===== src/rtl/core/cen_pkg.sv =====
// Shared types, codes and helper functions of the CIGAR element normalizer.
`timescale 1ns / 1ps

package cen_pkg;

  localparam int unsigned OP_W = 4;
  localparam int unsigned LEN_W = 32 - OP_W;
  localparam int unsigned TOT_W = 32;
  localparam int unsigned PADDR_W = 3;

  // BAM operation codes.
  localparam logic [OP_W-1:0] OP_M = 4'd0;
  localparam logic [OP_W-1:0] OP_I = 4'd1;
  localparam logic [OP_W-1:0] OP_D = 4'd2;
  localparam logic [OP_W-1:0] OP_S = 4'd4;
  localparam logic [OP_W-1:0] OP_H = 4'd5;
  localparam logic [OP_W-1:0] OP_EQ = 4'd7;
  localparam logic [OP_W-1:0] OP_X = 4'd8;
  localparam logic [OP_W-1:0] OP_LAST_VALID = OP_X;
  localparam logic [OP_W-1:0] OP_NONE = 4'd15;

  // Item kinds.
  localparam logic KIND_ADD = 1'b0;
  localparam logic KIND_FINISH = 1'b1;

  // Register index (paddr bit 2).
  localparam logic REG_STRIP = 1'b0;

  typedef enum logic [2:0] {
    ST_OK       = 3'd0,
    ST_ORDER    = 3'd1,
    ST_SOFT_ALL = 3'd2,
    ST_EMPTY    = 3'd3,
    ST_OVERFLOW = 3'd4
  } status_e;

  typedef enum logic [2:0] {
    SEC_LEFT_HARD  = 3'd0,
    SEC_LEFT_SOFT  = 3'd1,
    SEC_MIDDLE     = 3'd2,
    SEC_RIGHT_SOFT = 3'd3,
    SEC_RIGHT_HARD = 3'd4
  } sec_e;

  typedef struct packed {
    logic [LEN_W-1:0] len;
    logic [OP_W-1:0]  op;
  } elem_t;

  // Everything the emitter needs from a finish, apart from the counts.
  typedef struct packed {
    status_e          status;
    logic [TOT_W-1:0] lead;
    logic [TOT_W-1:0] trail;
    elem_t            tail0;
    elem_t            tail1;
  } job_t;

  function automatic logic is_clip(input logic [OP_W-1:0] op);
    return (op == OP_S) || (op == OP_H);
  endfunction

  function automatic logic eats_read(input logic [OP_W-1:0] op);
    return (op == OP_M) || (op == OP_I) || (op == OP_S) || (op == OP_EQ) || (op == OP_X);
  endfunction

  function automatic logic [LEN_W-1:0] sat_len(input logic [LEN_W-1:0] a,
                                               input logic [LEN_W-1:0] b);
    logic [LEN_W:0] s;
    s = {1'b0, a} + {1'b0, b};
    return s[LEN_W] ? '1 : s[LEN_W-1:0];
  endfunction

  function automatic logic [TOT_W-1:0] sat_tot(input logic [TOT_W-1:0] a,
                                               input logic [TOT_W-1:0] b);
    logic [TOT_W:0] s;
    s = {1'b0, a} + {1'b0, b};
    return s[TOT_W] ? '1 : s[TOT_W-1:0];
  endfunction

endpackage


===== src/rtl/core/cen_elem_mem.sv =====
// Element store: one write port, one read port with registered read data.
`timescale 1ns / 1ps

module cen_elem_mem import cen_pkg::*; #(
  parameter int unsigned DEPTH = 64,
  localparam int unsigned ADDR_W = $clog2(DEPTH)
) (
  input  logic              clk_i,
  input  logic              we_i,
  input  logic [ADDR_W-1:0] waddr_i,
  input  elem_t             wdata_i,
  input  logic              re_i,
  input  logic [ADDR_W-1:0] raddr_i,
  output elem_t             rdata_o
);

  elem_t mem_q [DEPTH];
  elem_t rdata_q;

  always_ff @(posedge clk_i) begin
    if (we_i) begin
      mem_q[waddr_i] <= wdata_i;
    end
  end

  always_ff @(posedge clk_i) begin
    if (re_i) begin
      rdata_q <= mem_q[raddr_i];
    end
  end

  assign rdata_o = rdata_q;

endmodule


===== src/rtl/core/cen_builder.sv =====
// Add-item update: section tracking, merging, deletion moves and spills to the store.
`timescale 1ns / 1ps

module cen_builder import cen_pkg::*; #(
  parameter int unsigned MAX_ELEMENTS = 64,
  localparam int unsigned CNT_W = $clog2(MAX_ELEMENTS + 1),
  localparam int unsigned ADDR_W = $clog2(MAX_ELEMENTS)
) (
  input  logic              clk_i,
  input  logic              rst_ni,
  input  logic              add_i,
  input  logic              fin_i,
  input  logic [OP_W-1:0]   op_i,
  input  logic [LEN_W-1:0]  len_i,
  input  logic              allow_empty_i,
  input  logic              strip_i,
  output logic              mem_we_o,
  output logic [ADDR_W-1:0] mem_waddr_o,
  output elem_t             mem_wdata_o,
  output job_t              job_o,
  output logic [CNT_W-1:0]  job_mem_n_o,
  output logic [CNT_W-1:0]  job_beats_o,
  output logic [CNT_W-1:0]  job_count_o
);

  localparam logic [CNT_W-1:0] MaxCnt = CNT_W'(MAX_ELEMENTS);
  localparam logic [CNT_W-1:0] One = CNT_W'(1);
  localparam logic [CNT_W-1:0] Two = CNT_W'(2);

  // The two newest entries live in registers; older ones are spilled to the store.
  logic [CNT_W-1:0] cnt_q, cnt_d;
  elem_t            e1_q, e1_d;   // entry cnt-1
  elem_t            e2_q, e2_d;   // entry cnt-2
  logic [OP_W-1:0]  prev_q, prev_d;
  sec_e             sec_q, sec_d;
  logic [TOT_W-1:0] lead_q, lead_d;
  logic [TOT_W-1:0] trail_q, trail_d;
  status_e          err_q, err_d;

  sec_e             sec_nx;
  logic             sec_ok;
  logic             first_del;
  logic             after_ins;
  logic             del_ins;
  logic             push_req;
  logic             ins_req;
  elem_t            new_elem;

  // Finish evaluation.
  logic [OP_W-1:0]  op0;
  logic             soft_all;
  logic             drop_last;
  logic             drop_prev;
  logic [LEN_W-1:0] in_finish;
  logic [1:0]       tail_n;
  elem_t            tail0;
  elem_t            tail1;
  logic [CNT_W-1:0] mem_n;
  logic [CNT_W-1:0] final_n;
  status_e          fin_status;

  assign new_elem = '{len: len_i, op: op_i};
  assign del_ins = (prev_q == OP_I) && (cnt_q > One) && (e2_q.op == OP_D);

  // Clip section advance.
  always_comb begin
    sec_ok = 1'b1;
    sec_nx = sec_q;
    if (op_i == OP_H) begin
      case (sec_q) inside
        SEC_LEFT_SOFT, SEC_MIDDLE, SEC_RIGHT_SOFT: sec_nx = SEC_RIGHT_HARD;
        default: sec_nx = sec_q;
      endcase
    end else if (op_i == OP_S) begin
      case (sec_q) inside
        SEC_RIGHT_HARD: sec_ok = 1'b0;
        SEC_LEFT_HARD:  sec_nx = SEC_LEFT_SOFT;
        SEC_MIDDLE:     sec_nx = SEC_RIGHT_SOFT;
        default:        sec_nx = sec_q;
      endcase
    end else begin
      case (sec_q) inside
        SEC_RIGHT_SOFT, SEC_RIGHT_HARD: sec_ok = 1'b0;
        SEC_LEFT_HARD, SEC_LEFT_SOFT:   sec_nx = SEC_MIDDLE;
        default:                        sec_nx = sec_q;
      endcase
    end
  end

  always_comb begin
    cnt_d = cnt_q;
    e1_d = e1_q;
    e2_d = e2_q;
    prev_d = prev_q;
    sec_d = sec_q;
    lead_d = lead_q;
    trail_d = trail_q;
    err_d = err_q;
    push_req = 1'b0;
    ins_req = 1'b0;
    mem_we_o = 1'b0;
    mem_waddr_o = ADDR_W'(cnt_q - Two);
    mem_wdata_o = e2_q;

    first_del = (prev_q == OP_NONE) || (cnt_q == '0) || is_clip(prev_q);
    after_ins = (prev_q == OP_I) &&
                ((cnt_q == One) || ((cnt_q >= Two) && is_clip(e2_q.op)));

    if (add_i && (err_q == ST_OK) && (len_i != '0)) begin
      if (op_i > OP_LAST_VALID) begin
        err_d = ST_ORDER;
      end else if (strip_i && (op_i == OP_D) && (first_del || after_ins)) begin
        lead_d = sat_tot(lead_q, TOT_W'(len_i));
      end else if (!sec_ok) begin
        err_d = ST_ORDER;
      end else begin
        sec_d = sec_nx;
        if ((cnt_q == '0) || (prev_q == OP_NONE)) begin
          push_req = 1'b1;
        end else if (op_i == prev_q) begin
          e1_d.len = sat_len(e1_q.len, len_i);
        end else if (is_clip(op_i)) begin
          if (strip_i && !eats_read(prev_q) && !is_clip(prev_q)) begin
            // A trailing deletion or skip before the clip is dropped.
            trail_d = sat_tot(trail_q, TOT_W'(e1_q.len));
            e1_d = new_elem;
            prev_d = op_i;
          end else if (strip_i && del_ins) begin
            trail_d = sat_tot(trail_q, TOT_W'(e2_q.len));
            e2_d = e1_q;
            e1_d = new_elem;
            prev_d = op_i;
          end else begin
            push_req = 1'b1;
          end
        end else if ((op_i == OP_D) && (prev_q == OP_I)) begin
          if ((cnt_q > One) && (e2_q.op == OP_D)) begin
            e2_d.len = sat_len(e2_q.len, len_i);
          end else if (cnt_q >= MaxCnt) begin
            err_d = ST_OVERFLOW;
          end else begin
            ins_req = 1'b1;
          end
        end else begin
          push_req = 1'b1;
        end
      end
    end

    if (push_req) begin
      if (cnt_q >= MaxCnt) begin
        err_d = ST_OVERFLOW;
      end else begin
        e2_d = e1_q;
        e1_d = new_elem;
        cnt_d = cnt_q + One;
        prev_d = op_i;
        mem_we_o = (cnt_q >= Two);
      end
    end

    // The deletion goes in ahead of the insertion, which stays newest.
    if (ins_req) begin
      e2_d = '{len: len_i, op: OP_D};
      cnt_d = cnt_q + One;
      mem_we_o = (cnt_q >= Two);
    end

    if (fin_i) begin
      cnt_d = '0;
      prev_d = OP_NONE;
      sec_d = SEC_LEFT_HARD;
      lead_d = '0;
      trail_d = '0;
      err_d = ST_OK;
    end
  end

  // Finish: in the left soft section there are at most two entries, none of them in
  // the store, so the first entry is always one of the registers.
  always_comb begin
    op0 = (cnt_q == One) ? e1_q.op : e2_q.op;
    soft_all = (err_q == ST_OK) && (sec_q == SEC_LEFT_SOFT) && (cnt_q != '0) && (op0 == OP_S);
    drop_last = (err_q == ST_OK) && !soft_all && strip_i && (prev_q == OP_D) &&
                (cnt_q != '0);
    drop_prev = (err_q == ST_OK) && !soft_all && !drop_last && strip_i && del_ins;
    in_finish = drop_last ? e1_q.len : (drop_prev ? e2_q.len : '0);

    tail0 = e2_q;
    tail1 = e1_q;
    tail_n = 2'd0;
    if (cnt_q == One) begin
      tail0 = e1_q;
      tail_n = drop_last ? 2'd0 : 2'd1;
    end else if (cnt_q >= Two) begin
      if (drop_last) begin
        tail_n = 2'd1;
      end else if (drop_prev) begin
        tail0 = e1_q;
        tail_n = 2'd1;
      end else begin
        tail_n = 2'd2;
      end
    end
    mem_n = (cnt_q >= Two) ? (cnt_q - Two) : '0;
    final_n = mem_n + CNT_W'(tail_n);

    if (err_q != ST_OK) begin
      fin_status = err_q;
    end else if (soft_all) begin
      fin_status = ST_SOFT_ALL;
    end else if ((final_n == '0) && !allow_empty_i) begin
      fin_status = ST_EMPTY;
    end else begin
      fin_status = ST_OK;
    end

    job_o.status = fin_status;
    job_o.lead = lead_q;
    job_o.trail = sat_tot(trail_q, TOT_W'(in_finish));
    job_o.tail0 = tail0;
    job_o.tail1 = tail1;
    job_mem_n_o = mem_n;
    job_beats_o = final_n;
    job_count_o = (fin_status == ST_OK) ? final_n : '0;
    // An error or an accepted empty cigar gives one all-zero beat.
    if ((fin_status != ST_OK) || (final_n == '0)) begin
      job_o.tail0 = '0;
      job_mem_n_o = '0;
      job_beats_o = One;
    end
  end

  always_ff @(posedge clk_i or negedge rst_ni) begin
    if (!rst_ni) begin
      cnt_q <= '0;
      prev_q <= OP_NONE;
      sec_q <= SEC_LEFT_HARD;
      lead_q <= '0;
      trail_q <= '0;
      err_q <= ST_OK;
    end else begin
      cnt_q <= cnt_d;
      prev_q <= prev_d;
      sec_q <= sec_d;
      lead_q <= lead_d;
      trail_q <= trail_d;
      err_q <= err_d;
    end
  end

  always_ff @(posedge clk_i) begin
    e1_q <= e1_d;
    e2_q <= e2_d;
  end

endmodule


===== src/rtl/core/cen_emitter.sv =====
// Finish sequencer: reads the store in order, appends the register tail, drives result beats.
`timescale 1ns / 1ps

module cen_emitter import cen_pkg::*; #(
  parameter int unsigned MAX_ELEMENTS = 64,
  localparam int unsigned CNT_W = $clog2(MAX_ELEMENTS + 1),
  localparam int unsigned ADDR_W = $clog2(MAX_ELEMENTS)
) (
  input  logic              clk_i,
  input  logic              rst_ni,
  input  logic              start_i,
  input  job_t              job_i,
  input  logic [CNT_W-1:0]  job_mem_n_i,
  input  logic [CNT_W-1:0]  job_beats_i,
  input  logic [CNT_W-1:0]  job_count_i,
  output logic              busy_o,
  output logic              mem_re_o,
  output logic [ADDR_W-1:0] mem_raddr_o,
  input  elem_t             mem_rdata_i,
  output logic              out_valid_o,
  input  logic              out_stall_i,
  output elem_t             out_elem_o,
  output logic              out_last_o,
  output status_e           status_o,
  output logic [TOT_W-1:0]  lead_o,
  output logic [TOT_W-1:0]  trail_o,
  output logic [CNT_W-1:0]  count_o
);

  localparam logic [CNT_W-1:0] One = CNT_W'(1);

  logic              busy_q;
  logic [CNT_W-1:0]  rem_q;
  logic [CNT_W-1:0]  mem_left_q;
  logic [ADDR_W-1:0] rd_addr_q;
  elem_t             tail0_q;
  elem_t             tail1_q;
  job_t              info_q;
  logic [CNT_W-1:0]  count_q;

  // Fetch stage: either the store's read data or a tail register.
  logic              stg_v_q;
  logic              stg_mem_q;
  elem_t             stg_reg_q;
  logic              stg_last_q;

  logic              out_v_q;
  elem_t             out_q;
  logic              out_last_q;

  logic              stg_take;
  logic              issue;
  logic              from_mem;
  logic              out_done;

  assign stg_take = stg_v_q && (!out_v_q || !out_stall_i);
  assign issue = busy_q && (rem_q != '0) && (!stg_v_q || stg_take);
  assign from_mem = (mem_left_q != '0);
  assign out_done = out_v_q && !out_stall_i && out_last_q;

  assign mem_re_o = issue && from_mem;
  assign mem_raddr_o = rd_addr_q;

  always_ff @(posedge clk_i or negedge rst_ni) begin
    if (!rst_ni) begin
      busy_q <= 1'b0;
      rem_q <= '0;
      mem_left_q <= '0;
      rd_addr_q <= '0;
      stg_v_q <= 1'b0;
      out_v_q <= 1'b0;
    end else begin
      if (start_i) begin
        busy_q <= 1'b1;
        rem_q <= job_beats_i;
        mem_left_q <= job_mem_n_i;
        rd_addr_q <= '0;
      end else begin
        if (out_done) begin
          busy_q <= 1'b0;
        end
        if (issue) begin
          rem_q <= rem_q - One;
          if (from_mem) begin
            mem_left_q <= mem_left_q - One;
            rd_addr_q <= rd_addr_q + ADDR_W'(1);
          end
        end
      end
      if (issue) begin
        stg_v_q <= 1'b1;
      end else if (stg_take) begin
        stg_v_q <= 1'b0;
      end
      if (stg_take) begin
        out_v_q <= 1'b1;
      end else if (!out_stall_i) begin
        out_v_q <= 1'b0;
      end
    end
  end

  always_ff @(posedge clk_i) begin
    if (start_i) begin
      tail0_q <= job_i.tail0;
      tail1_q <= job_i.tail1;
      info_q <= job_i;
      count_q <= job_count_i;
    end else if (issue && !from_mem) begin
      tail0_q <= tail1_q;
    end
    if (issue) begin
      stg_mem_q <= from_mem;
      stg_reg_q <= tail0_q;
      stg_last_q <= (rem_q == One);
    end
    if (stg_take) begin
      out_q <= stg_mem_q ? mem_rdata_i : stg_reg_q;
      out_last_q <= stg_last_q;
    end
  end

  assign busy_o = busy_q;
  assign out_valid_o = out_v_q;
  assign out_elem_o = out_q;
  assign out_last_o = out_last_q;
  assign status_o = info_q.status;
  assign lead_o = info_q.lead;
  assign trail_o = info_q.trail;
  assign count_o = count_q;

endmodule


===== src/rtl/core/cigar_element_normalizer_unit.sv =====
// Top level of the CIGAR element normalizer: channels, register port and submodules.
`timescale 1ns / 1ps

// Normalizes a CIGAR given one element per add beat and emits it on a finish beat.
// An add beat gives no result; the two newest elements sit in registers and older
// ones are written to a MAX_ELEMENTS-entry store, at most one write per add. A
// finish beat holds the input side until its last result beat leaves: the store is
// read once per cycle and the output register turns out one result beat per cycle
// while out_stall_i is low, the final one with last set. Errors and an accepted
// empty cigar give a single all-zero beat. The status, removed-base totals and
// element count hold steady over all beats of a finish.
// strip_end_deletions sits at byte address 0 and resets to one.

module cigar_element_normalizer_unit import cen_pkg::*; #(
  parameter int unsigned MAX_ELEMENTS = 64,
  localparam int unsigned CNT_W = $clog2(MAX_ELEMENTS + 1),
  localparam int unsigned ADDR_W = $clog2(MAX_ELEMENTS)
) (
  input  logic               clk_i,
  input  logic               rst_ni,
  // Register port.
  input  logic               psel,
  input  logic               penable,
  input  logic               pwrite,
  input  logic [PADDR_W-1:0] paddr,
  input  logic [31:0]        pwdata,
  output logic [31:0]        prdata,
  output logic               pready,
  // Input channel.
  input  logic               in_valid_i,
  output logic               in_stall_o,
  input  logic               kind_i,
  input  logic [OP_W-1:0]    op_code_i,
  input  logic [LEN_W-1:0]   op_length_i,
  input  logic               allow_empty_i,
  // Result channel.
  output logic               out_valid_o,
  input  logic               out_stall_i,
  output logic [OP_W-1:0]    out_op_o,
  output logic [LEN_W-1:0]   out_length_o,
  output logic               last_o,
  output logic [2:0]         status_o,
  output logic [TOT_W-1:0]   leading_removed_o,
  output logic [TOT_W-1:0]   trailing_removed_o,
  output logic [CNT_W-1:0]   element_count_o
);

  logic              strip_q;
  logic              cfg_wr;
  logic              in_fire;
  logic              add_fire;
  logic              fin_fire;
  logic              busy;

  logic              mem_we;
  logic [ADDR_W-1:0] mem_waddr;
  elem_t             mem_wdata;
  logic              mem_re;
  logic [ADDR_W-1:0] mem_raddr;
  elem_t             mem_rdata;

  job_t              job;
  logic [CNT_W-1:0]  job_mem_n;
  logic [CNT_W-1:0]  job_beats;
  logic [CNT_W-1:0]  job_count;
  elem_t             out_elem;
  status_e           out_status;

  assign pready = 1'b1;
  assign cfg_wr = psel && penable && pwrite && pready;

  always_ff @(posedge clk_i or negedge rst_ni) begin
    if (!rst_ni) begin
      strip_q <= 1'b1;
    end else if (cfg_wr) begin
      unique case (paddr[2])
        REG_STRIP: strip_q <= pwdata[0];
        default: strip_q <= strip_q;
      endcase
    end
  end

  always_comb begin
    unique case (paddr[2])
      REG_STRIP: prdata = {31'd0, strip_q};
      default: prdata = '0;
    endcase
  end

  assign in_stall_o = busy;
  assign in_fire = in_valid_i && !busy;
  assign add_fire = in_fire && (kind_i == KIND_ADD);
  assign fin_fire = in_fire && (kind_i == KIND_FINISH);

  cen_builder #(
    .MAX_ELEMENTS(MAX_ELEMENTS)
  ) u_builder (
    .clk_i         (clk_i),
    .rst_ni        (rst_ni),
    .add_i         (add_fire),
    .fin_i         (fin_fire),
    .op_i          (op_code_i),
    .len_i         (op_length_i),
    .allow_empty_i (allow_empty_i),
    .strip_i       (strip_q),
    .mem_we_o      (mem_we),
    .mem_waddr_o   (mem_waddr),
    .mem_wdata_o   (mem_wdata),
    .job_o         (job),
    .job_mem_n_o   (job_mem_n),
    .job_beats_o   (job_beats),
    .job_count_o   (job_count)
  );

  // Writes happen only on add beats and reads only while a finish drains,
  // so the two ports never touch the store at the same time.
  cen_elem_mem #(
    .DEPTH(MAX_ELEMENTS)
  ) u_mem (
    .clk_i   (clk_i),
    .we_i    (mem_we),
    .waddr_i (mem_waddr),
    .wdata_i (mem_wdata),
    .re_i    (mem_re),
    .raddr_i (mem_raddr),
    .rdata_o (mem_rdata)
  );

  cen_emitter #(
    .MAX_ELEMENTS(MAX_ELEMENTS)
  ) u_emitter (
    .clk_i       (clk_i),
    .rst_ni      (rst_ni),
    .start_i     (fin_fire),
    .job_i       (job),
    .job_mem_n_i (job_mem_n),
    .job_beats_i (job_beats),
    .job_count_i (job_count),
    .busy_o      (busy),
    .mem_re_o    (mem_re),
    .mem_raddr_o (mem_raddr),
    .mem_rdata_i (mem_rdata),
    .out_valid_o (out_valid_o),
    .out_stall_i (out_stall_i),
    .out_elem_o  (out_elem),
    .out_last_o  (last_o),
    .status_o    (out_status),
    .lead_o      (leading_removed_o),
    .trail_o     (trailing_removed_o),
    .count_o     (element_count_o)
  );

  assign out_op_o = out_elem.op;
  assign out_length_o = out_elem.len;
  assign status_o = out_status;

endmodule

===== config.mk =====
export PLATFORM = sky130hd
export DESIGN_NAME = cigar_element_normalizer_unit
export DESIGN_NICKNAME = d
export VERILOG_FILES = /design/src/rtl/core/cen_pkg.sv /design/src/rtl/core/cen_elem_mem.sv /design/src/rtl/core/cen_builder.sv /design/src/rtl/core/cen_emitter.sv /design/src/rtl/core/cigar_element_normalizer_unit.sv
export SDC_FILE = /design/constraint.sdc
export NUM_CORES = 2
export LEC_CHECK = 0
export BUFFER_PORTS_ARGS = -buffer_cell sky130_fd_sc_hd__buf_2
export CORE_ASPECT_RATIO = 1.2
export CORE_UTILIZATION = 70
export CTS_BUF_LIST = sky130_fd_sc_hd__clkbuf_8
export DETAILED_ROUTE_END_ITERATION = 10
export PLACE_DENSITY_LB_ADDON = 0.15
export RECOVER_POWER = 100
export SYNTH_ARGS = -nofsm -noshare
export SYNTH_HDL_FRONTEND = slang
export SYNTH_SLANG_ARGS = --single-unit

===== constraint.sdc =====
create_clock -name clk_i -period 18.4 [get_ports clk_i]
set_clock_uncertainty 0.1 [all_clocks]
set_input_delay 2.76 -clock clk_i [delete_from_list [all_inputs] [get_ports clk_i]]
set_output_delay 2.76 -clock clk_i [all_outputs]
set_load 0.005 [all_outputs]

# Yosys cells after proc, flatten, opt, wreduce, memory -nomap -nowiden
# Memory sizes are Yosys's and may differ from the RTL's. A register that Yosys moved wholly into a read port is not among the register bits.
# Index checks and enable logic that the tools add are counted.
# W data, S select, Z words.
# classes
add_sub_neg	12
magnitude_cmp	4
n_eq_ne	31
mux	154
bitwise	2
n_reduce_logical	93
# op_table
cell	n
$mux W32	46
$mux W28	8
$add A32 B28 Y33	4
$mux W3	28
$mux W7	12
$mux W4	15
$add A28 B28 Y29	2
$mux W1	37
$logic_and A1 B1 Y1	36
$eq A4 B3 Y1 const B	8
$reduce_bool A28 Y1	1
$reduce_bool A7 Y1	3
$mux W6	3
$reduce_bool A2 Y1	9
$eq A7 B1 Y1 const B	2
$logic_not A7 Y1	2
$logic_or A1 B1 Y1	14
$sub A7 B1 Y7 const B	2
$eq A4 B2 Y1 const B	3
$reduce_bool A3 Y1	4
$logic_not A1 Y1	10
$mux W2	5
$logic_not A3 Y1	3
$reduce_and A9 Y1	1
29 further kinds	38
# word_totals
regBits	374
mem_bits_rw	2048
in_bits	76
output_inout_bits	142
elab_cells	329
mem_count	1
# mem_list
memory	words	word_bits	read_ports	rd_ports_with_merged_regs	write_ports	line_no	rtl
u_mem.mem_q	64	32	1	1	1	cen_elem_mem.sv:17	elem_t mem_q [DEPTH];

# Depth between registers and ports, before layout
# depth
ltp_word	27
depth_mapped	23
ltp_nobuf	21

# Hierarchy
# From an unflattened synthesis, not the netlist that was laid out.
# hier_totals
cells_unflattened	6201
area_unflattened_um2	104934.4
# modules_own_cells
module	instances	cells_each	area_per_inst_um2
cen_elem_mem	1	3511	79359.9
cen_builder	1	2223	16965.0
cen_emitter	1	427	8290.5
cigar_element_normalizer_unit	1	40	319.1

# Worst setup path after synthesis
# Ideal clock, no wire load.
# synth_timing
path_type	input to register
start	input op_code_i[0]
end	memory u_mem.mem_q[17][0] (netlist name) (enable)
t_arrival_ps	7554
slack_ps	10245
stages	10
path_cell_list	clkbuf_1 > o31ai_1 > o211ai_2 > a311oi_2 > buf_6 > nand3_2 > nand2_2 > nand2_2 > clkbuf_1 > nor4_1
# synth_between
elab_chain_len	14
word_cells_on_any_way	31
classes_between	1 x order compare; 4 x eq/ne; 22 x mux; 4 x reduce/logical
# synth_rtl
element	line_no	rtl
from (decl)	cigar_element_normalizer_unit.sv:33	input logic [OP_W-1:0] op_code_i,
$eq A4 B2 Y1	cen_builder.sv:112, cen_builder.sv:136	
$logic_and A1 B1 Y1	cen_builder.sv:136	end else if ((op_i == OP_D) && (prev_q == OP_I)) begin
$mux W1	cen_builder.sv:136	
$mux W1	cen_builder.sv:122	end else if (is_clip(op_i)) begin
$mux W1	cen_builder.sv:120	end else if (op_i == prev_q) begin
$mux W1	cen_builder.sv:118	if ((cnt_q == '0) || (prev_q == OP_NONE)) begin
$mux W1	cen_builder.sv:114	end else if (!sec_ok) begin
$mux W1	cen_builder.sv:112	end else if (strip_i && (op_i == OP_D) && (first_del || after_ins)) begin
$mux W1	cen_builder.sv:110	if (op_i > OP_LAST_VALID) begin
$mux W1	cen_builder.sv:109	if (add_i && (err_q == ST_OK) && (len_i != '0)) begin
$mux W1	cen_builder.sv:150	if (push_req) begin
$mux W1 (*)	cen_builder.sv:163	if (ins_req) begin
$mux W1 (*)	cen_elem_mem.sv:21	if (we_i) begin
$mux W1 (implied by the code) (*)	cen_elem_mem.sv:22	mem_q[waddr_i] <= wdata_i;
to (decl)	cen_elem_mem.sv:17	
# Mark *: on every way between the ends. The rest lies on a longest branch, timed or not.

# Worst setup path after layout
# layout_timing
start	input kind_i
end	register u_builder.trail_q[1]
# layout_between
elab_chain_len	6
word_cells_on_any_way	15
classes_between	4 x eq/ne; 1 x mux; 1 x bitwise; 9 x reduce/logical
# layout_rtl
element	line_no	rtl
from (decl)	cigar_element_normalizer_unit.sv:32	input logic kind_i,
$not A1 Y1	cigar_element_normalizer_unit.sv:92	assign add_fire = in_fire && (kind_i == KIND_ADD);
$logic_and A1 B1 Y1	cigar_element_normalizer_unit.sv:92	
$logic_and A1 B1 Y1 (2 in a row)	cen_builder.sv:109	
$reduce_bool A2 Y1 (no line)	n/a	
$reduce_and A8 Y1 (no line)	n/a	
to (signal assigned)	cen_builder.sv:247	trail_q <= trail_d;
to (decl)	cen_builder.sv:37	logic [TOT_W-1:0] trail_q, trail_d;
# Parallel ways exist; a longest one is shown, timed or not.
# A chain may end at the register's enable or synchronous reset.

==> reports/qor.txt <==
Die width - 354 um
Antenna violations before repair - 31
Setup crit start - kind_i
Cts hold-fix bufs - 0
Max Clock Freq - 0.0858 GHz
Max_slew headroom - -1.68
Wire per inst - 35.1 um
Cells after Synth - 5,692
Endpoints failing setup - 0
Final Critical Period - 11.66 ns
Worst-margin pin slew - 4.01 ns
Post-synthesis sequential area ratio - 0.697
Pleak - 37.8 nW
Ports - 218
Fin. Hold Viols - 0
Die area - 150,000 sq um
Cell Int Power - 0.0111 W
WL final - 292 mm
Worst reg2reg startpoint - u_builder.mem_wdata_o[1]$_SDFF_PP1_
Vias - 60,100
Status - complete, but fails checks
Routed Antenna Nets - 0
Vias in the first global route - 61,300
Layout Nets - 6,372
YS warnings - 0
Post-detail-place hpwl - 183 mm
CP endpoint kind - flip-flop
Syn Area/Cell - 18.3 sq um
First-pass GRT wire length - 417 mm
Leading area contributor after synthesis - edfxtp_1
Setup_tns - 0 ns
Area Growth Syn to Fin - 9.22%
RSZ-0062 raised after global routing - false
Total power - 0.0165 W
Clock transition at path regs - 0.06 ns
Initial DRT Pass Iterations - 6
Clk root buf - clkbuf_8
Initial Util - 0.707
Clock buffer depth - 4
Commonest non-fill, non-tap cell in the layout - edfxtp_1
Register area - 72,600 sq um
CTS tree - yes
Core box area - 147,000 sq um
DRC Markers - 0
Number of clock buffers inserted by TritonCTS - 370
Seq pwr share - 0.449
Ratio of cells with drive above 1 in the final layout - 0.213
Total grt overflow - 0
Crit path max fanout - 83
Total GRT Usage - 0.395
Failing checks - max-capacitance violations, max-slew violations
Startpoint Class - input port
WP data required - 19.23 ns
Clk Latency, worst-skew pair - 1.09 ns
Commonest cells after routing, fill and taps aside - 2,285 x edfxtp_1, 672 x mux4_2, 389 x clkbuf_8
Reg-to-Reg End - u_emitter.trail_o[4]$_SDFFCE_PP1P_
Peak supply drop - 0.156 mV
Final worst slack - 6.74 ns
CTS Sinks - 2,454
Max Transition Viols Final - 5,105
Largest net degree at the start of global routing - 132
Post-synth EDFFs - 2,285
Number of vias per cell - 7.21
Final period utilization - 0.634
Design Area, Final - 114,000 sq um
Hold Worst Slack - 0.312 ns
Gpl congestion - 0.979
Sw Ratio - 0.329
Cell Area, Synth - 104,000 sq um
Total of max-cap violations - 118
HP Class - flip-flop to flip-flop
Post-place setup slack - 10.58 ns
Power Density - 145 nW/um^2
R2r setup slk - 6.80 ns
Synth top area cells - edfxtp_1 66%, mux4_2 15%, dfrtp_1 2.4%, ha_1 2.2%, dfxtp_1 1.2%
Crit path to - u_builder.trail_q[1]$_DFFE_PN0P_
Port-buffer cells - 152
Hold depth - 0
Logic pwr share - 0.298
CTS H-tree depth - 5
Worst Reg2Reg Path Length in Cells - 18
Top cell type's share of synthesized area - 0.660
# fillers - 7,799
FF+latch count, synth - 2,454
1st-iter DRT viols - 7,675
CP arrival - 12.49 ns
Vert. Die Dim - 424 um
Main flop type after synthesis - edfxtp_1
Post-CTS setup buffer count - 0
Rows - 154
Post-placement cell area - 108,000 sq um
Psw - 0.00542 W
PostCTS Resize Cnt - 0
Netlist cell types - 94
Crit Path Class - input port to flip-flop
Clk pwr share - 0.252
Ys async rst share - 0.0428
Multi-input logic area - 30,200 sq um
state kept, by name, summed over array words and instances, names as in the netlist, 3 cells and up:
name                   cells
u_emitter.stg_reg_q       32
u_emitter.mem_left_q       7
u_builder.lead_q          32
u_builder.prev_q           4
u_builder.err_q            3
u_builder.sec_q            3
u_emitter.status_o         3
u_emitter.out_elem_o      32
u_emitter.tail0_q         32
u_builder.cnt_q            7
u_mem.mem_q             2048
u_builder.mem_wdata_o     32
u_builder.trail_q         32
u_emitter.lead_o          32
u_emitter.rem_q            7
u_emitter.trail_o         32
u_mem.rdata_o             32
u_builder.job_o           32
u_emitter.tail1_q         32
u_emitter.mem_raddr_o      6
u_emitter.count_o          7
cell usage after synthesis (20+ instances only):
cell type  count
edfxtp_1    2285
mux4_2       672
nand2_1      256
a21oi_1      248
clkbuf_1     200
nor2_1       192
ha_1         182
o21ai_0      152
dfrtp_1      100
xnor2_1       91
nand3_1       76
a21o_1        71
nor3_1        71
o22ai_1       68
xor2_1        67
a31oi_1       65
dfxtp_1       64
inv_1         55
buf_1         54
o31ai_1       43
buf_4         39
mux2_2        36
mux2i_1       36
a22o_1        35
o21a_1        31
a211oi_1      30
nand2b_1      30
nor4_1        26
and3_1        25
buf_2         25
nor2b_1       25
and2_1        23
or3_1         23
nand4_1       22
o221ai_1      21
o211ai_1      20
layer usage:
metal,up-vias,part of all wire,global-route usage
met1,30400,0.32,0.475
met2,4393,0.50,0.659
li1,24300,-,-
met3,1058,0.11,0.0856
met4,14,0.069,0.244
met5,-,0.00032,0
power by group through the flow:
stage	logic (W)	clock network, W	registers, W
after global placement	0.00466	0	0.00739
final	0.00492	0.00416	0.00741
after global routing	0.00516	0.00442	0.00742
after CTS	0.00490	0.00419	0.00729
after detailed placement	0.00487	0	0.00740
after floorplan	0.00301	0	0.00746
kinds of logic (layout without fill, tap and decap cells):
| logic type | Yosys count | after routing | synth area share |
|---|---|---|---|
| AOI/OAI and AO/OA | 928 | 928 | 0.0584 |
| xor gates and xnor gates | 158 | 158 | 0.0133 |
| adders and majority gates | 189 | 189 | 0.0232 |
| buffers and inverters | 377 | 1031 | 0.0154 |
| DFF | 2454 | 2454 | 0.697 |
| muxes | 744 | 744 | 0.153 |
| other | 2 | 43 | 0.0000722 |
| and+or+nand+nor | 840 | 840 | 0.0396 |
worst max-delay path: stages:
cell,delay (ns)
clkbuf_1,0.11
nand3b_1,0.09
clkbuf_1,2.39
clkinvlp_2,4.44
clkbuf_1,1.91
o31ai_1,0.69
how the worst min path moves through the flow:
stage	slack (ns)	startpoint	to
final	0.31	u_emitter.tail0_q[0]$_DFFE_PP_	u_emitter.stg_reg_q[0]$_DFFE_PP_
after global routing	0.32	u_emitter.tail0_q[17]$_DFFE_PP_	u_emitter.stg_reg_q[17]$_DFFE_PP_
after floorplan	0.30	u_emitter.stg_last_q$_DFFE_PP_	u_emitter.out_last_o$_DFFE_PP_
after CTS	0.32	u_emitter.tail0_q[0]$_DFFE_PP_	u_emitter.stg_reg_q[0]$_DFFE_PP_
after global placement	0.30	u_emitter.tail0_q[10]$_DFFE_PP_	u_emitter.stg_reg_q[10]$_DFFE_PP_
after detailed placement	0.30	u_emitter.tail0_q[0]$_DFFE_PP_	u_emitter.stg_reg_q[0]$_DFFE_PP_
final cells by class:
type                    instances  area share
flip-flops and latches       2454       0.639
multi-input cells            2891       0.265
clock buffers                 389      0.0471
well taps                    1950      0.0215
repair buffers                333      0.0137
clock inverters               252      0.0116
inverters                      57     0.00190
diodes                         11    0.000242
through the flow:
stage                      util  std cells
after CTS                 0.778       8326
after floorplan               -       5722
after global placement    0.733       7685
after detailed placement  0.733       7685
final                     0.772       8337
after global routing      0.772       8329
No activity file was read; power rests on OpenSTA's default activity.
